[src/rtl/ngga_pkg.sv]
// ----------------------------------------------------------------------------
// ngga_pkg: shared types and constants of the GGA sentence generator
// Holds the controller/datapath command and status structs, sentence sizes
// and the configuration register indexes.
// ----------------------------------------------------------------------------
package ngga_pkg;

    // Sentence geometry: 69 bytes, sent as 35 beats of up to two bytes
    localparam int SENT_LEN   = 69;
    localparam int PAIR_COUNT = (SENT_LEN + 1) / 2;
    localparam int PAIR_W     = $clog2(PAIR_COUNT);
    localparam int POS_W      = $clog2(SENT_LEN);

    // Binary to decimal conversion of the fractions, two bits per cycle
    localparam int FRAC_W     = 14;
    localparam int CONV_STEPS = FRAC_W / 2;
    localparam int CONV_W     = $clog2(CONV_STEPS);

    // Configuration port
    localparam int CFG_IDX_W  = 2;
    localparam int CFG_DATA_W = 8;

    localparam logic [CFG_IDX_W-1:0] REG_LAT_DEG = 2'd0;
    localparam logic [CFG_IDX_W-1:0] REG_LAT_MIN = 2'd1;
    localparam logic [CFG_IDX_W-1:0] REG_LON_DEG = 2'd2;
    localparam logic [CFG_IDX_W-1:0] REG_LON_MIN = 2'd3;

    // Commands from the controller to the datapath
    typedef struct packed {
        logic              start;   // take the tick, advance clock and fractions
        logic              conv;    // one conversion step of both fractions
        logic              emit;    // load the output register with one pair
        logic [PAIR_W-1:0] pair;    // pair index for emit
    } ngga_cmd_t;

    // Status from the datapath to the controller
    typedef struct packed {
        logic out_free;             // output register can take a beat
    } ngga_sts_t;

endpackage

[src/rtl/ngga_if.sv]
// ----------------------------------------------------------------------------
// ngga_if: valid/ready channels of the GGA sentence generator
// Tick channel carries the position jitter, char channel carries sentence
// character pairs.
// ----------------------------------------------------------------------------
interface ngga_tick_if;
    logic              valid;
    logic              ready;
    logic signed [5:0] latitude_jitter;
    logic signed [5:0] longitude_jitter;

    modport source (output valid, output latitude_jitter, output longitude_jitter,
                    input ready);
    modport sink   (input valid, input latitude_jitter, input longitude_jitter,
                    output ready);
endinterface

interface ngga_char_if;
    logic       valid;
    logic       ready;
    logic [7:0] first_char;
    logic [7:0] second_char;
    logic       second_present;
    logic       last_pair;

    modport source (output valid, output first_char, output second_char,
                    output second_present, output last_pair, input ready);
    modport sink   (input valid, input first_char, input second_char,
                    input second_present, input last_pair, output ready);
endinterface

[src/rtl/ngga_ctrl.sv]
// ----------------------------------------------------------------------------
// ngga_ctrl: sequencer of the GGA sentence generator
// Accepts a tick, runs the fraction conversion steps, then issues one
// output beat per free output slot until the whole sentence is out.
// ----------------------------------------------------------------------------
module ngga_ctrl (
    input  logic                clk,
    input  logic                rst_n,
    input  logic                tick_valid,
    output logic                tick_ready,
    input  ngga_pkg::ngga_sts_t sts,
    output ngga_pkg::ngga_cmd_t cmd
);

    typedef enum logic [2:0] {
        ST_IDLE = 3'b001,
        ST_CONV = 3'b010,
        ST_EMIT = 3'b100
    } state_t;

    state_t                         state_reg, state_next;
    logic [ngga_pkg::CONV_W-1:0]    conv_reg, conv_next;
    logic [ngga_pkg::PAIR_W-1:0]    pair_reg, pair_next;

    // Next state and commands
    always_comb
    begin
        state_next = state_reg;
        conv_next  = conv_reg;
        pair_next  = pair_reg;
        tick_ready = 1'b0;
        cmd        = '0;
        cmd.pair   = pair_reg;
        unique case (state_reg)
            ST_IDLE:
            begin
                tick_ready = 1'b1;
                if (tick_valid)
                begin
                    cmd.start  = 1'b1;
                    conv_next  = '0;
                    state_next = ST_CONV;
                end
            end
            ST_CONV:
            begin
                cmd.conv = 1'b1;
                if (conv_reg == ngga_pkg::CONV_W'(ngga_pkg::CONV_STEPS - 1))
                begin
                    pair_next  = '0;
                    state_next = ST_EMIT;
                end
                else
                begin
                    conv_next = conv_reg + 1'b1;
                end
            end
            ST_EMIT:
            begin
                if (sts.out_free)
                begin
                    cmd.emit = 1'b1;
                    if (pair_reg == ngga_pkg::PAIR_W'(ngga_pkg::PAIR_COUNT - 1))
                    begin
                        pair_next  = '0;
                        state_next = ST_IDLE;
                    end
                    else
                    begin
                        pair_next = pair_reg + 1'b1;
                    end
                end
            end
            default:
            begin
                state_next = ST_IDLE;
            end
        endcase
    end

    // Hold state
    always_ff @(posedge clk or negedge rst_n)
    begin
        if (!rst_n)
        begin
            state_reg <= ST_IDLE;
            conv_reg  <= '0;
            pair_reg  <= '0;
        end
        else
        begin
            state_reg <= state_next;
            conv_reg  <= conv_next;
            pair_reg  <= pair_next;
        end
    end

endmodule

[src/rtl/ngga_dp.sv]
// ----------------------------------------------------------------------------
// ngga_dp: datapath of the GGA sentence generator
// Holds the BCD time of day, the fraction counters and their decimal form,
// the configured position digits, the running checksum and the output beat.
// ----------------------------------------------------------------------------
module ngga_dp (
    input  logic                                 clk,
    input  logic                                 rst_n,
    input  ngga_pkg::ngga_cmd_t                  cmd,
    output ngga_pkg::ngga_sts_t                  sts,
    input  logic signed [5:0]                    latitude_jitter,
    input  logic signed [5:0]                    longitude_jitter,
    input  logic                                 cfg_we,
    input  logic [ngga_pkg::CFG_IDX_W-1:0]       cfg_index,
    input  logic [ngga_pkg::CFG_DATA_W-1:0]      cfg_data,
    input  logic                                 out_ready,
    output logic                                 out_valid,
    output logic [7:0]                           first_char,
    output logic [7:0]                           second_char,
    output logic                                 second_present,
    output logic                                 last_pair
);

    localparam logic [ngga_pkg::FRAC_W-1:0] FRAC_MAX  = 14'd9999;
    localparam logic [7:0]                  SUM_SEED  = 8'h24;   // '$' cancels itself
    localparam int                          LAST_SUM_PAIR = 31;  // pairs up to byte 63
    localparam logic [ngga_pkg::SENT_LEN*8-1:0] SENT_TEXT =
        "$GPGGA,000000,0000.0000,S,00000.0000,E,1,08,0.9,545.4,M,46.9,M,,*00\r\n";

    // Three-digit BCD of an 8-bit value
    function automatic logic [11:0] bin_to_bcd8(input logic [7:0] bin);
        logic [11:0] bcd;
        bcd = '0;
        for (int i = 7; i >= 0; i--)
        begin
            for (int d = 0; d < 3; d++)
            begin
                if (bcd[d*4 +: 4] >= 4'd5)
                    bcd[d*4 +: 4] = bcd[d*4 +: 4] + 4'd3;
            end
            bcd = {bcd[10:0], bin[i]};
        end
        return bcd;
    endfunction

    // One shift-add-3 step of a four-digit BCD accumulator
    function automatic logic [15:0] dd_step(input logic [15:0] bcd_in, input logic bit_in);
        logic [15:0] bcd;
        bcd = bcd_in;
        for (int d = 0; d < 4; d++)
        begin
            if (bcd[d*4 +: 4] >= 4'd5)
                bcd[d*4 +: 4] = bcd[d*4 +: 4] + 4'd3;
        end
        return {bcd[14:0], bit_in};
    endfunction

    function automatic logic [7:0] hex_char(input logic [3:0] nib);
        return (nib < 4'd10) ? (8'h30 + {4'h0, nib}) : (8'h37 + {4'h0, nib});
    endfunction

    function automatic logic [7:0] dig_char(input logic [3:0] dig);
        return {4'h3, dig};
    endfunction

    function automatic logic [ngga_pkg::FRAC_W-1:0] frac_update(
        input logic [ngga_pkg::FRAC_W-1:0] frac, input logic signed [5:0] jit);
        logic signed [15:0] sum;
        sum = $signed({2'b00, frac}) + 16'(jit);
        if (sum[15])
            return '0;
        else if (sum > $signed({2'b00, FRAC_MAX}))
            return FRAC_MAX;
        else
            return sum[ngga_pkg::FRAC_W-1:0];
    endfunction

    // Time of day in BCD
    logic [1:0] hour_t_reg;
    logic [3:0] hour_u_reg;
    logic [2:0] min_t_reg, sec_t_reg;
    logic [3:0] min_u_reg, sec_u_reg;

    // Fractions and their conversion
    logic [ngga_pkg::FRAC_W-1:0] lat_frac_reg, lon_frac_reg;
    logic [ngga_pkg::FRAC_W-1:0] lat_bin_reg, lon_bin_reg;
    logic [15:0]                 lat_bcd_reg, lon_bcd_reg;
    logic [ngga_pkg::FRAC_W-1:0] lat_frac_next, lon_frac_next;

    // Configured position digits
    logic [7:0]  lat_deg_reg, lat_min_reg, lon_min_reg;
    logic [11:0] lon_deg_reg;
    logic [7:0]  cfg_val;
    logic [11:0] cfg_bcd;

    // Checksum and output beat
    logic [7:0] sum_reg;
    logic       valid_reg, present_reg, last_reg;
    logic [7:0] first_reg, second_reg;

    logic [7:0]                  sent [ngga_pkg::SENT_LEN];
    logic [ngga_pkg::POS_W-1:0]  pos0, pos1;
    logic [7:0]                  char0, char1;
    logic                        final_pair;

    assign lat_frac_next = frac_update(lat_frac_reg, latitude_jitter);
    assign lon_frac_next = frac_update(lon_frac_reg, longitude_jitter);

    // Advance time of day and update fractions on an accepted tick
    always_ff @(posedge clk or negedge rst_n)
    begin
        if (!rst_n)
        begin
            hour_t_reg   <= 2'd1;
            hour_u_reg   <= 4'd2;
            min_t_reg    <= 3'd3;
            min_u_reg    <= 4'd5;
            sec_t_reg    <= 3'd1;
            sec_u_reg    <= 4'd9;
            lat_frac_reg <= 14'd9045;
            lon_frac_reg <= 14'd7642;
        end
        else if (cmd.start)
        begin
            lat_frac_reg <= lat_frac_next;
            lon_frac_reg <= lon_frac_next;
            if (sec_u_reg != 4'd9)
            begin
                sec_u_reg <= sec_u_reg + 4'd1;
            end
            else
            begin
                sec_u_reg <= 4'd0;
                if (sec_t_reg != 3'd5)
                begin
                    sec_t_reg <= sec_t_reg + 3'd1;
                end
                else
                begin
                    sec_t_reg <= 3'd0;
                    if (min_u_reg != 4'd9)
                    begin
                        min_u_reg <= min_u_reg + 4'd1;
                    end
                    else
                    begin
                        min_u_reg <= 4'd0;
                        if (min_t_reg != 3'd5)
                        begin
                            min_t_reg <= min_t_reg + 3'd1;
                        end
                        else
                        begin
                            min_t_reg <= 3'd0;
                            if (hour_t_reg == 2'd2 && hour_u_reg == 4'd3)
                            begin
                                hour_t_reg <= 2'd0;
                                hour_u_reg <= 4'd0;
                            end
                            else if (hour_u_reg == 4'd9)
                            begin
                                hour_t_reg <= hour_t_reg + 2'd1;
                                hour_u_reg <= 4'd0;
                            end
                            else
                            begin
                                hour_u_reg <= hour_u_reg + 4'd1;
                            end
                        end
                    end
                end
            end
        end
    end

    // Convert both fractions to BCD, two bits a cycle
    always_ff @(posedge clk)
    begin
        if (cmd.start)
        begin
            lat_bin_reg <= lat_frac_next;
            lon_bin_reg <= lon_frac_next;
            lat_bcd_reg <= '0;
            lon_bcd_reg <= '0;
        end
        else if (cmd.conv)
        begin
            lat_bin_reg <= {lat_bin_reg[ngga_pkg::FRAC_W-3:0], 2'b00};
            lon_bin_reg <= {lon_bin_reg[ngga_pkg::FRAC_W-3:0], 2'b00};
            lat_bcd_reg <= dd_step(dd_step(lat_bcd_reg, lat_bin_reg[ngga_pkg::FRAC_W-1]),
                                   lat_bin_reg[ngga_pkg::FRAC_W-2]);
            lon_bcd_reg <= dd_step(dd_step(lon_bcd_reg, lon_bin_reg[ngga_pkg::FRAC_W-1]),
                                   lon_bin_reg[ngga_pkg::FRAC_W-2]);
        end
    end

    // Mask configuration data to the register width
    always_comb
    begin
        unique case (cfg_index)
            ngga_pkg::REG_LAT_DEG: cfg_val = {1'b0, cfg_data[6:0]};
            ngga_pkg::REG_LAT_MIN: cfg_val = {2'b00, cfg_data[5:0]};
            ngga_pkg::REG_LON_DEG: cfg_val = cfg_data;
            ngga_pkg::REG_LON_MIN: cfg_val = {2'b00, cfg_data[5:0]};
            default:               cfg_val = cfg_data;
        endcase
    end

    assign cfg_bcd = bin_to_bcd8(cfg_val);

    // Store configured values as decimal digits; longitude degrees keep three, the others two
    always_ff @(posedge clk or negedge rst_n)
    begin
        if (!rst_n)
        begin
            lat_deg_reg <= 8'h35;
            lat_min_reg <= 8'h18;
            lon_deg_reg <= 12'h149;
            lon_min_reg <= 8'h07;
        end
        else if (cfg_we)
        begin
            unique case (cfg_index)
                ngga_pkg::REG_LAT_DEG: lat_deg_reg <= cfg_bcd[7:0];
                ngga_pkg::REG_LAT_MIN: lat_min_reg <= cfg_bcd[7:0];
                ngga_pkg::REG_LON_DEG: lon_deg_reg <= cfg_bcd;
                ngga_pkg::REG_LON_MIN: lon_min_reg <= cfg_bcd[7:0];
                default: ;
            endcase
        end
    end

    // Assemble the sentence characters
    always_comb
    begin
        for (int i = 0; i < ngga_pkg::SENT_LEN; i++)
            sent[i] = SENT_TEXT[(ngga_pkg::SENT_LEN - 1 - i)*8 +: 8];
        sent[7]  = dig_char({2'b00, hour_t_reg});
        sent[8]  = dig_char(hour_u_reg);
        sent[9]  = dig_char({1'b0, min_t_reg});
        sent[10] = dig_char(min_u_reg);
        sent[11] = dig_char({1'b0, sec_t_reg});
        sent[12] = dig_char(sec_u_reg);
        sent[14] = dig_char(lat_deg_reg[7:4]);
        sent[15] = dig_char(lat_deg_reg[3:0]);
        sent[16] = dig_char(lat_min_reg[7:4]);
        sent[17] = dig_char(lat_min_reg[3:0]);
        sent[19] = dig_char(lat_bcd_reg[15:12]);
        sent[20] = dig_char(lat_bcd_reg[11:8]);
        sent[21] = dig_char(lat_bcd_reg[7:4]);
        sent[22] = dig_char(lat_bcd_reg[3:0]);
        sent[26] = dig_char(lon_deg_reg[11:8]);
        sent[27] = dig_char(lon_deg_reg[7:4]);
        sent[28] = dig_char(lon_deg_reg[3:0]);
        sent[29] = dig_char(lon_min_reg[7:4]);
        sent[30] = dig_char(lon_min_reg[3:0]);
        sent[32] = dig_char(lon_bcd_reg[15:12]);
        sent[33] = dig_char(lon_bcd_reg[11:8]);
        sent[34] = dig_char(lon_bcd_reg[7:4]);
        sent[35] = dig_char(lon_bcd_reg[3:0]);
        sent[65] = hex_char(sum_reg[7:4]);
        sent[66] = hex_char(sum_reg[3:0]);
    end

    assign final_pair = (cmd.pair == ngga_pkg::PAIR_W'(ngga_pkg::PAIR_COUNT - 1));
    assign pos0       = {cmd.pair, 1'b0};
    assign pos1       = {cmd.pair, 1'b1};
    assign char0      = sent[pos0];
    assign char1      = final_pair ? 8'h00 : sent[pos1];

    // Fold emitted bytes into the checksum up to the '*'
    always_ff @(posedge clk)
    begin
        if (cmd.start)
            sum_reg <= SUM_SEED;
        else if (cmd.emit && cmd.pair <= ngga_pkg::PAIR_W'(LAST_SUM_PAIR))
            sum_reg <= sum_reg ^ char0 ^ char1;
    end

    // Output register: load a beat when free, drop it when taken
    always_ff @(posedge clk or negedge rst_n)
    begin
        if (!rst_n)
            valid_reg <= 1'b0;
        else if (cmd.emit)
            valid_reg <= 1'b1;
        else if (out_ready)
            valid_reg <= 1'b0;
    end

    always_ff @(posedge clk)
    begin
        if (cmd.emit)
        begin
            first_reg   <= char0;
            second_reg  <= char1;
            present_reg <= !final_pair;
            last_reg    <= final_pair;
        end
    end

    assign sts.out_free   = !valid_reg || out_ready;
    assign out_valid      = valid_reg;
    assign first_char     = first_reg;
    assign second_char    = second_reg;
    assign second_present = present_reg;
    assign last_pair      = last_reg;

endmodule

[src/rtl/nmea_gga_sentence_generator.sv]
// After a tick beat is accepted, the sequencer runs the fraction-to-decimal conversion
// steps in ST_CONV, then sends the 35 pair beats through the single output register in
// ST_EMIT; a new tick is accepted only in ST_IDLE, once the last pair is loaded. Sink
// stalls hold the pair beats in ST_EMIT.
// Reset (rst_n low, asynchronous): sequencer idle, output empty, time 12:35:19,
// fractions 9045/7642, configuration 35, 18, 149, 7.
// ----------------------------------------------------------------------------
// nmea_gga_sentence_generator: GGA sentence generator top level
// Takes one jitter tick per second and emits a 69-byte GGA sentence as
// 35 character-pair beats.
// ----------------------------------------------------------------------------
module nmea_gga_sentence_generator (
    input  logic                              clk,
    input  logic                              rst_n,
    ngga_tick_if.sink                         tick,
    ngga_char_if.source                       chars,
    input  logic                              cfg_we,
    input  logic [ngga_pkg::CFG_IDX_W-1:0]    cfg_index,
    input  logic [ngga_pkg::CFG_DATA_W-1:0]   cfg_data
);

    ngga_pkg::ngga_cmd_t cmd;
    ngga_pkg::ngga_sts_t sts;

    // Sequencer
    ngga_ctrl u_ctrl (
        .clk        (clk),
        .rst_n      (rst_n),
        .tick_valid (tick.valid),
        .tick_ready (tick.ready),
        .sts        (sts),
        .cmd        (cmd)
    );

    // Datapath
    ngga_dp u_dp (
        .clk              (clk),
        .rst_n            (rst_n),
        .cmd              (cmd),
        .sts              (sts),
        .latitude_jitter  (tick.latitude_jitter),
        .longitude_jitter (tick.longitude_jitter),
        .cfg_we           (cfg_we),
        .cfg_index        (cfg_index),
        .cfg_data         (cfg_data),
        .out_ready        (chars.ready),
        .out_valid        (chars.valid),
        .first_char       (chars.first_char),
        .second_char      (chars.second_char),
        .second_present   (chars.second_present),
        .last_pair        (chars.last_pair)
    );

endmodule
[src/flat_wrapper.sv]
// flat-port wrapper written by rule: the top's interface ports become plain ports
module nmea_gga_sentence_generator_flat 
  (clk, rst_n, cfg_we, cfg_index, cfg_data, tick_valid, tick_latitude_jitter, tick_longitude_jitter, tick_ready, chars_valid, chars_first_char, chars_second_char, chars_second_present, chars_last_pair, chars_ready);
  ngga_tick_if tick_i ();
  ngga_char_if chars_i ();
  input  logic clk;
  input  logic rst_n;
  input  logic cfg_we;
  input  logic [ngga_pkg::CFG_IDX_W-1:0] cfg_index;
  input  logic [ngga_pkg::CFG_DATA_W-1:0] cfg_data;
  input wire logic [$bits(tick_i.valid)-1:0] tick_valid;
  input wire logic [$bits(tick_i.latitude_jitter)-1:0] tick_latitude_jitter;
  input wire logic [$bits(tick_i.longitude_jitter)-1:0] tick_longitude_jitter;
  output wire logic [$bits(tick_i.ready)-1:0] tick_ready;
  output wire logic [$bits(chars_i.valid)-1:0] chars_valid;
  output wire logic [$bits(chars_i.first_char)-1:0] chars_first_char;
  output wire logic [$bits(chars_i.second_char)-1:0] chars_second_char;
  output wire logic [$bits(chars_i.second_present)-1:0] chars_second_present;
  output wire logic [$bits(chars_i.last_pair)-1:0] chars_last_pair;
  input wire logic [$bits(chars_i.ready)-1:0] chars_ready;
  assign tick_i.valid = tick_valid;
  assign tick_i.latitude_jitter = tick_latitude_jitter;
  assign tick_i.longitude_jitter = tick_longitude_jitter;
  assign tick_ready = tick_i.ready;
  assign chars_valid = chars_i.valid;
  assign chars_first_char = chars_i.first_char;
  assign chars_second_char = chars_i.second_char;
  assign chars_second_present = chars_i.second_present;
  assign chars_last_pair = chars_i.last_pair;
  assign chars_i.ready = chars_ready;
  nmea_gga_sentence_generator u_core (.clk(clk), .rst_n(rst_n), .tick(tick_i), .chars(chars_i), .cfg_we(cfg_we), .cfg_index(cfg_index), .cfg_data(cfg_data));
endmodule
[config.mk]
export PLATFORM = sky130hd
export DESIGN_NAME = nmea_gga_sentence_generator_flat
export DESIGN_NICKNAME = d
export VERILOG_FILES = /design/src/rtl/ngga_pkg.sv /design/src/rtl/ngga_if.sv /design/src/rtl/ngga_ctrl.sv /design/src/rtl/ngga_dp.sv /design/src/rtl/nmea_gga_sentence_generator.sv /design/src/flat_wrapper.sv
export SDC_FILE = /design/constraint.sdc
export NUM_CORES = 1
export LEC_CHECK = 0
export BUFFER_PORTS_ARGS = -buffer_cell sky130_fd_sc_hd__buf_2
export CORE_UTILIZATION = 37
export DETAILED_ROUTE_END_ITERATION = 8
export MAX_ROUTING_LAYER = met4
export SETUP_SLACK_MARGIN = 0.4
export SYNTH_ARGS = -nofsm -noshare
export SYNTH_HDL_FRONTEND = slang
export SYNTH_SLANG_ARGS = --single-unit
[constraint.sdc]
create_clock -name clk -period 3.8 [get_ports clk]
set_input_delay 0.19 -clock clk [delete_from_list [all_inputs] [get_ports clk]]
set_output_delay 0.19 -clock clk [all_outputs]
set_load 0.005 [all_outputs]
Word-level counts from Yosys, hierarchy flattened
Cells that the tools add are included.
{"block": "totals", "register_bits": 181, "in_bits": 27, "out_inout_bits": 20, "elab_cells": 229}
{"block": "classes", "add_sub_neg": 37, "order_cmp": 30, "n_eq_ne": 20, "muxes": 85, "bitwise_logic": 8, "reduce_logical": 24}
{"cell": "2-to-1 mux 4 bit", "n": 35}
{"cell": "binary-select mux 8 bit (select 7 bit)", "n": 2}
{"cell": "2-to-1 mux 14 bit", "n": 8}
{"cell": "greater-or-equal comparator 4 x 3 -> 1 bit, second input constant", "n": 21}
{"cell": "adder 4 x 2 -> 4 bit, second input constant", "n": 17}
{"cell": "2-to-1 mux 3 bit", "n": 16}
{"cell": "2-to-1 mux 8 bit", "n": 5}
{"cell": "adder 15 x 6 -> 16 bit", "n": 2}
{"cell": "> comparator 16 x 15 -> 1 bit, second input constant", "n": 2}
{"cell": "adder 6 x 4 -> 7 bit, first input constant", "n": 4}
{"cell": "one-hot mux 8 bit (3 select lines)", "n": 1}
{"cell": "2-to-1 mux 6 bit", "n": 3}
{"cell": "greater-or-equal comparator 8 bit, second input constant", "n": 2}
{"cell": "inverter 7 -> 8 bit", "n": 2}
{"cell": "XOR 8 bit", "n": 2}
{"cell": "2-to-1 mux 7 bit", "n": 2}
{"cell": "adder 3 x 2 -> 3 bit, second input constant", "n": 4}
{"cell": "adder 4 x 1 -> 4 bit, second input constant", "n": 3}
{"cell": "one-hot mux 6 bit (2 select lines)", "n": 1}
{"cell": "AND reduction 2 bit", "n": 5}
{"cell": "nonzero test 2 bit", "n": 5}
{"cell": "adder 3 x 1 -> 3 bit, second input constant", "n": 3}
{"cell": "one-hot mux 3 bit (3 select lines)", "n": 1}
{"cell": "AND reduction 3 bit", "n": 3}
{"cell": "30 further kinds", "n": 55}

Longest topological paths before layout
{"block": "logic_depth", "word_depth": 13, "mapped_depth": 23, "depth_no_buf": 22}

Modules after synthesis
A second synthesis with hierarchy kept.
{"block": "unflattened", "cells_unflattened": 1371, "area_unflattened_um2": 12380.6}
{"mod": "ngga_dp", "instances": 1, "cells_per_inst": 1299, "area_per_inst_um2": 11702.5, "seq_area_each_um2": 4226.6}
{"mod": "ngga_ctrl", "instances": 1, "cells_per_inst": 72, "area_per_inst_um2": 678.2, "seq_area_each_um2": 301.5}

Worst setup path before layout
No wires, ideal clock.
{"block": "synth_timing", "path_kind": "input to register", "from": "input port cfg_index[0] (netlist bit)", "to": "register u_core.u_dp.lat_min_reg[6]", "setup_time_ps": 136, "t_arrival_ps": 4146, "t_required_ps": 3664, "path_slack_ps": -482, "stages": 22, "n_path_buf": 1, "path_cell_list": "nand2b_1 buf_6 ha_1 o21bai_1 mux2_4 ha_1 nand2b_1 o211ai_1 o211a_1 or2_2 ha_1 nor2b_1 o31ai_4 mux2i_2 nand4_1 and2_4 ha_1 inv_1 and2_1 o21ai_0 o311ai_2 o21ai_0"}
{"block": "synth_via", "elab_chain_cells": 13, "word_cells_on_any_way": 25, "cone_classes": "add/sub (6); order compare (6); eq/ne (3); mux (7); reduce/logical (3)"}
{"item": "start, declared", "line_no": "flat_wrapper.sv:9", "source": "input logic [ngga_pkg::CFG_IDX_W-1:0] cfg_index;"}
{"item": "== test 2 bit or == test 2 x 1 -> 1 bit (tied branches)", "line_no": "ngga_dp.sv:200, ngga_dp.sv:223"}
{"item": "OR reduction 2 bit (no line)"}
{"item": "one-hot mux 8 bit (3 select lines)", "line_no": "ngga_dp.sv:200", "source": "unique case (cfg_index)"}
{"item": "adder 3 x 2 -> 4 bit or greater-or-equal comparator 3 bit (tied branches)", "line_no": "ngga_dp.sv:39, ngga_dp.sv:38"}
{"item": "2-to-1 mux 4 bit", "line_no": "ngga_dp.sv:38", "source": "if (bcd[d*4 +: 4] >= 4'd5)"}
{"item": "adder 4 x 2 -> 4 bit or greater-or-equal comparator 4 x 3 -> 1 bit (tied branches)", "line_no": "ngga_dp.sv:39, ngga_dp.sv:38"}
{"item": "2-to-1 mux 4 bit", "line_no": "ngga_dp.sv:38"}
{"item": "greater-or-equal comparator 4 x 3 -> 1 bit or adder 4 x 2 -> 4 bit (tied branches)", "line_no": "ngga_dp.sv:38, ngga_dp.sv:39"}
{"item": "2-to-1 mux 4 bit", "line_no": "ngga_dp.sv:38"}
{"item": "adder 4 x 2 -> 4 bit, or another cell as far along", "line_no": "ngga_dp.sv:39", "source": "bcd[d*4 +: 4] = bcd[d*4 +: 4] + 4'd3;"}
{"item": "2-to-1 mux 4 bit", "line_no": "ngga_dp.sv:38"}
{"item": "adder 4 x 2 -> 4 bit or greater-or-equal comparator 4 x 3 -> 1 bit (tied branches)", "line_no": "ngga_dp.sv:39, ngga_dp.sv:38"}
{"item": "2-to-1 mux 4 bit", "line_no": "ngga_dp.sv:38"}
{"item": "end signal, assigned", "line_no": "ngga_dp.sv:225", "source": "ngga_pkg::REG_LAT_MIN: lat_min_reg <= cfg_bcd[7:0];"}
{"item": "end, declared", "line_no": "ngga_dp.sv:91", "source": "logic [7:0] lat_deg_reg, lat_min_reg, lon_min_reg;"}
Several ways; a longest one is shown, not always the timed one. The select of a mux whose other input is x is not followed.
A chain may end at the register's enable or synchronous reset.

Worst setup path in the final report
{"block": "layout_timing", "from": "input port cfg_index[0] (netlist bit)", "to": "register u_core.u_dp.lon_deg_reg[6]"}
{"block": "layout_via", "elab_chain_cells": 13, "word_cells_on_any_way": 25, "cone_classes": "add/sub (6); order compare (6); eq/ne (3); mux (7); reduce/logical (3)"}
{"item": "== test 2 bit or == test 2 x 1 -> 1 bit (tied branches)", "line_no": "ngga_dp.sv:200"}
{"item": "OR reduction 2 bit (no line)"}
{"item": "one-hot mux 8 bit (3 select lines)", "line_no": "ngga_dp.sv:200"}
{"item": "adder 3 x 2 -> 4 bit or greater-or-equal comparator 3 bit (tied branches)", "line_no": "ngga_dp.sv:39, ngga_dp.sv:38"}
{"item": "2-to-1 mux 4 bit", "line_no": "ngga_dp.sv:38"}
{"item": "adder 4 x 2 -> 4 bit or greater-or-equal comparator 4 x 3 -> 1 bit (tied branches)", "line_no": "ngga_dp.sv:39, ngga_dp.sv:38"}
{"item": "2-to-1 mux 4 bit", "line_no": "ngga_dp.sv:38"}
{"item": "greater-or-equal comparator 4 x 3 -> 1 bit or adder 4 x 2 -> 4 bit (tied branches)", "line_no": "ngga_dp.sv:38, ngga_dp.sv:39"}
{"item": "2-to-1 mux 4 bit", "line_no": "ngga_dp.sv:38"}
{"item": "adder 4 x 2 -> 4 bit, or another cell as far along", "line_no": "ngga_dp.sv:39"}
{"item": "2-to-1 mux 4 bit", "line_no": "ngga_dp.sv:38"}
{"item": "adder 4 x 2 -> 4 bit or greater-or-equal comparator 4 x 3 -> 1 bit (tied branches)", "line_no": "ngga_dp.sv:39, ngga_dp.sv:38"}
{"item": "2-to-1 mux 4 bit", "line_no": "ngga_dp.sv:38"}
{"item": "end signal, assigned", "line_no": "ngga_dp.sv:226", "source": "ngga_pkg::REG_LON_DEG: lon_deg_reg <= cfg_bcd;"}
{"item": "end, declared", "line_no": "ngga_dp.sv:92", "source": "logic [11:0] lon_deg_reg;"}
Several ways; a longest one is shown, not always the timed one. The select of a mux whose other input is x is not followed.

==> impl_summary.txt <==
----------------------------------------------------
[STA]
  Max-slew violation total from the final report ... 0
  Slew at the pin with the worst max-slew slack ... around 0.78 ns
  Maximum clock frequency ... 0.287 GHz
  Finish-stage setup viols ... 0
  Skew final ... 0.0113 ns
  RSZ-0062 raised after global routing ... true
  Final sum of negative setup slack ... 0 ns
  Worst slew margin relative to its limit ... 0.477
  Final period util ... 0.916
  Final worst hold slack ... 0.184 ns
  Worst Slack Setup Final ... 0.320 ns
  Count of endpoints failing hold in the final timing report ... 0
  Time the final worst path needs with I/O delays and setup ... between 3 and 4 ns

[Finish]
  Diodes inserted ... 0
  Non-Filler Instances ... between 1500 and 2000
  Area overhead of the layout relative to synthesis ... 15.6%
  Layout cell share with drive strength beyond 1 ... 0.201
  Fillers ... 3103
  Final #Nets ... approximately 1500
  Fraction of the core area covered by cells at the end of the flow ... 0.437

[Synth]
  Distinct cells, synth ... 93
  Number of warnings reported in the yosys synthesis log ... 0
  Average cell area after synthesis ... around 9 µm²
  Sequential share of the synthesized area ... 0.368
  Proportion of synthesized flip-flops having asynchronous set or reset ... 0.534
  EDFF count, synth ... 44
  Count of state elements after synthesis ... 178
  Synthesized area ... around 12000 µm²
  Post-synth top flop ... dfrtp_1
  Synthesized instance count ... 1370

[Floorplan]
  Die area ... 34000 µm²
  I/O pin count ... 47
  Number of rows in the core area ... between 60 and 70
  Initial standard-cell utilization of the core ... 0.378
  Die width ... 184 µm
  Die span in y ... approximately 180 µm
  Core region area ... between 30000 and 40000 µm²

[GRT]
  Pin count of the biggest net entering global routing ... 52
  Overall Global Routing Usage ... 0.190
  Global-route wire length before repair ... 50500 µm
  Vias in the first global route ... about 9900
  Initial antenna violation count ... 0
  Final global-route overflow total ... 0

[Setup path]
  Kind of end point of the critical path ... flop
  Slowest cell delay on critical path ... ~0.34 ns
  Required arrival time at the worst endpoint ... a little over 4 ns
  Data arrival time of the worst path ... roughly 3.8 ns
  Critical path peak fanout ... 6
  R2r startpoint ... u_core.u_dp.lon_frac_reg[3]
  Crit-path cells ... buf_8 -> and3b_4 -> mux2_4 -> ha_4 -> nand2b_4 -> o2111ai_2 -> o31ai_2 -> or2_4 -> ha_4 -> nor2b_4 -> o31ai_4 -> mux2i_2 -> nand4_1 -> and2_4 -> ha_4 -> inv_2 -> buf_6 -> o211ai_1 -> o311ai_4 -> o21ai_1
  Category of cells accounting for the largest share of critical-path delay ... simple AND/OR/NAND/NOR gates
  Worst-case register-to-register setup slack ... 0.50 ns
  Startpoint Class ... primary input
  Worst setup path class ... in2reg
  Crit path max-delay cell type ... mux2_4
  Buf/Inv on CP ... 3
  Worst Reg2Reg Path Length in Cells ... 10
  Most used cell, CP ... ha_4
  Endpoint of the worst register-to-register path ... u_core.u_dp.lon_bin_reg[13]

[Placed design]
  Global placer's final weighted congestion ... 0.939
  Placement-stage worst setup slack ... -0.248 ns
  Count of input and output buffers ... 44
  Detail Placement HPWL ... 22100 µm
  Cell count after placement ... 1846

[Clock tree]
  Clock Sinks ... 178
  Cts bufs inserted ... 17
  Clock insertion delay at the later pin of the skew report ... approximately 0.43 ns
  Clk slew on worst S/H paths ... 0.07 ns
  Buffer levels on the longest clock path ... 2
  Clock tree from TritonCTS ... built
  H-tree levels ... 4
  Root buf cell ... clkbuf_16

[Power]
  Power density over the cells ... 664 nW/µm²
  Static power due to leakage ... 5.73 nW
  Worst supply voltage drop on vdd ... 0.000370 V

[Detailed routing]
  Drt first pass iters ... 5
  Remaining design rule violation count ... 0
  Via count of the routed design ... about 10000
  Detailed-route wire length per cell ... 16.1 µm
  Violation count after the first detailed-routing iteration ... 653
  Final WL ... 30500 µm
  Detail-routed via count per cell ... 5.51
  Detail Route Antenna Nets ... 0

[Hold path]
  Class of the tightest hold or removal check ... in2reg
  Hold depth ... 4
  Launch point of the worst hold path ... tick_latitude_jitter[0]
  Endpoint of the worst hold path ... u_core.u_dp.lat_frac_reg[0]

[Run status]
  Result of the run ... finished clean

[Job]
  Max Cap Viol ... 0

----------------------------------------------------
==> timing repair <==
| item | in CTS | in global routing |
|---|---|---|
| endpoints found under the setup margin | 28 | 75 |
| buffers inserted | 8 | 2 |
| gates resized for setup | 16 | 34 |
| hold buffers | 2 | 0 |
| endpoints found under the hold margin | 30 | 0 |
| pin swaps | 17 | 9 |
==> stage by stage <==
stage / total power, mW / area [µm²]
final: 9.46 / 14200
after global placement: 7.45 / 13300
after CTS: 9.41 / 14100
after global routing: 10.2 / 14200
after floorplan: 6.40 / 12400
after detailed placement: 7.58 / 13300
==> routing by layer <==
metal / share of wire / track usage / vias to the layer above
li1: - / - / 5162
met1: 0.47 / 0.250 / 4975
met2: 0.47 / 0.300 / 231
met3: 0.038 / 0.0294 / 44
met4: 0.022 / 0.0600 / 0
met5: 0 / - / -
==> worst max-delay path by stage <==
| stage | start | end | slack, ns | cells past startpoint |
|---|---|---|---|---|
| after floorplan | cfg_index[0] | u_core.u_dp.lat_deg_reg[6] | -0.22 | 22 |
| after global placement | cfg_index[0] | u_core.u_dp.lon_min_reg[6] | -0.17 | 20 |
| after detailed placement | cfg_index[0] | u_core.u_dp.lat_min_reg[6] | -0.25 | 20 |
| after CTS | cfg_index[0] | u_core.u_dp.lat_deg_reg[6] | 0.37 | 20 |
| after global routing | cfg_index[0] | u_core.u_dp.lat_min_reg[6] | 0.14 | 20 |
| final | cfg_index[0] | u_core.u_dp.lon_deg_reg[6] | 0.32 | 20 |
==> tightest hold or removal path, cell delays in order <==
cell	delay, ns
buf_2	0.08
ha_1	0.12
inv_1	0.05
a31oi_1	0.12
==> placed cells by master (no fill, tap or decap), types with 10 or more instances in the layout <==
cell type / Yosys / final
o21a_1: 15 / 15
nor2_1: 90 / 88
dfxtp_1: 39 / 39
o21ai_0: 99 / 89
dfrtp_1: 56 / 56
nor3b_1: 24 / 22
dfstp_2: 39 / 39
nand2b_1: 23 / 21
xnor2_1: 44 / 43
xor2_1: 16 / 15
buf_2: 10 / 42
nand2_1: 130 / 129
o21ai_1: 8 / 15
inv_1: 74 / 73
a31oi_1: 22 / 19
clkbuf_16: 0 / 18
ha_1: 81 / 76
a32o_1: 10 / 10
a211oi_1: 22 / 20
nand3_1: 48 / 48
buf_4: 2 / 60
a21oi_1: 120 / 119
nor3_1: 28 / 27
o211ai_1: 11 / 11
mux2_2: 40 / 38
mux2i_1: 24 / 24
edfxtp_1: 44 / 44
a21o_1: 15 / 15
==> layout make-up <==
| type | count | area (µm²) | share of cell area |
|---|---|---|---|
| tap | 442 | 553 | 0.0388 |
| timing repair buffer | 108 | 738 | 0.0518 |
| clock buffer | 19 | 454 | 0.0319 |
| multi-input combinational | 1053 | 7560 | 0.531 |
| clock inverter | 13 | 116 | 0.00817 |
| sequential | 178 | 4530 | 0.318 |
| inverter | 77 | 289 | 0.0203 |
==> kinds of logic (layout without fill, tap and decap cells) <==
group           Yosys count  in the layout  share of synthesized area
other cells               1              2                   0.000304
simple gates            408            408                      0.162
mux                      75             75                     0.0733
fa+ha+maj                83             83                     0.0855
compound gates          425            425                      0.223
xor+xnor                 60             60                     0.0427
buf+inv                 140            217                     0.0449
flops                   178            178                      0.368
==> cell usage after synthesis, types with 39 or more instances <==
cell type  instances  share of area
dfxtp_1           39          0.063
nand3_1           48          0.020
ha_1              81          0.082
xnor2_1           44          0.031
dfstp_2           39          0.083
nand2_1          130          0.040
clkbuf_1          46          0.014
edfxtp_1          44           0.11
inv_1             74          0.023
mux2_2            40          0.037
nor2_1            90          0.027
o21ai_0           99          0.040
dfrtp_1           56           0.11
a21oi_1          120          0.049
==> power by group <==
part,switching (mW),internal (mW),leakage (nW)
logic,2.68,1.93,3.62
registers,0.436,2.70,1.83
clock network,0.822,0.900,0.276
No activity file was read; power rests on OpenSTA's default activity.
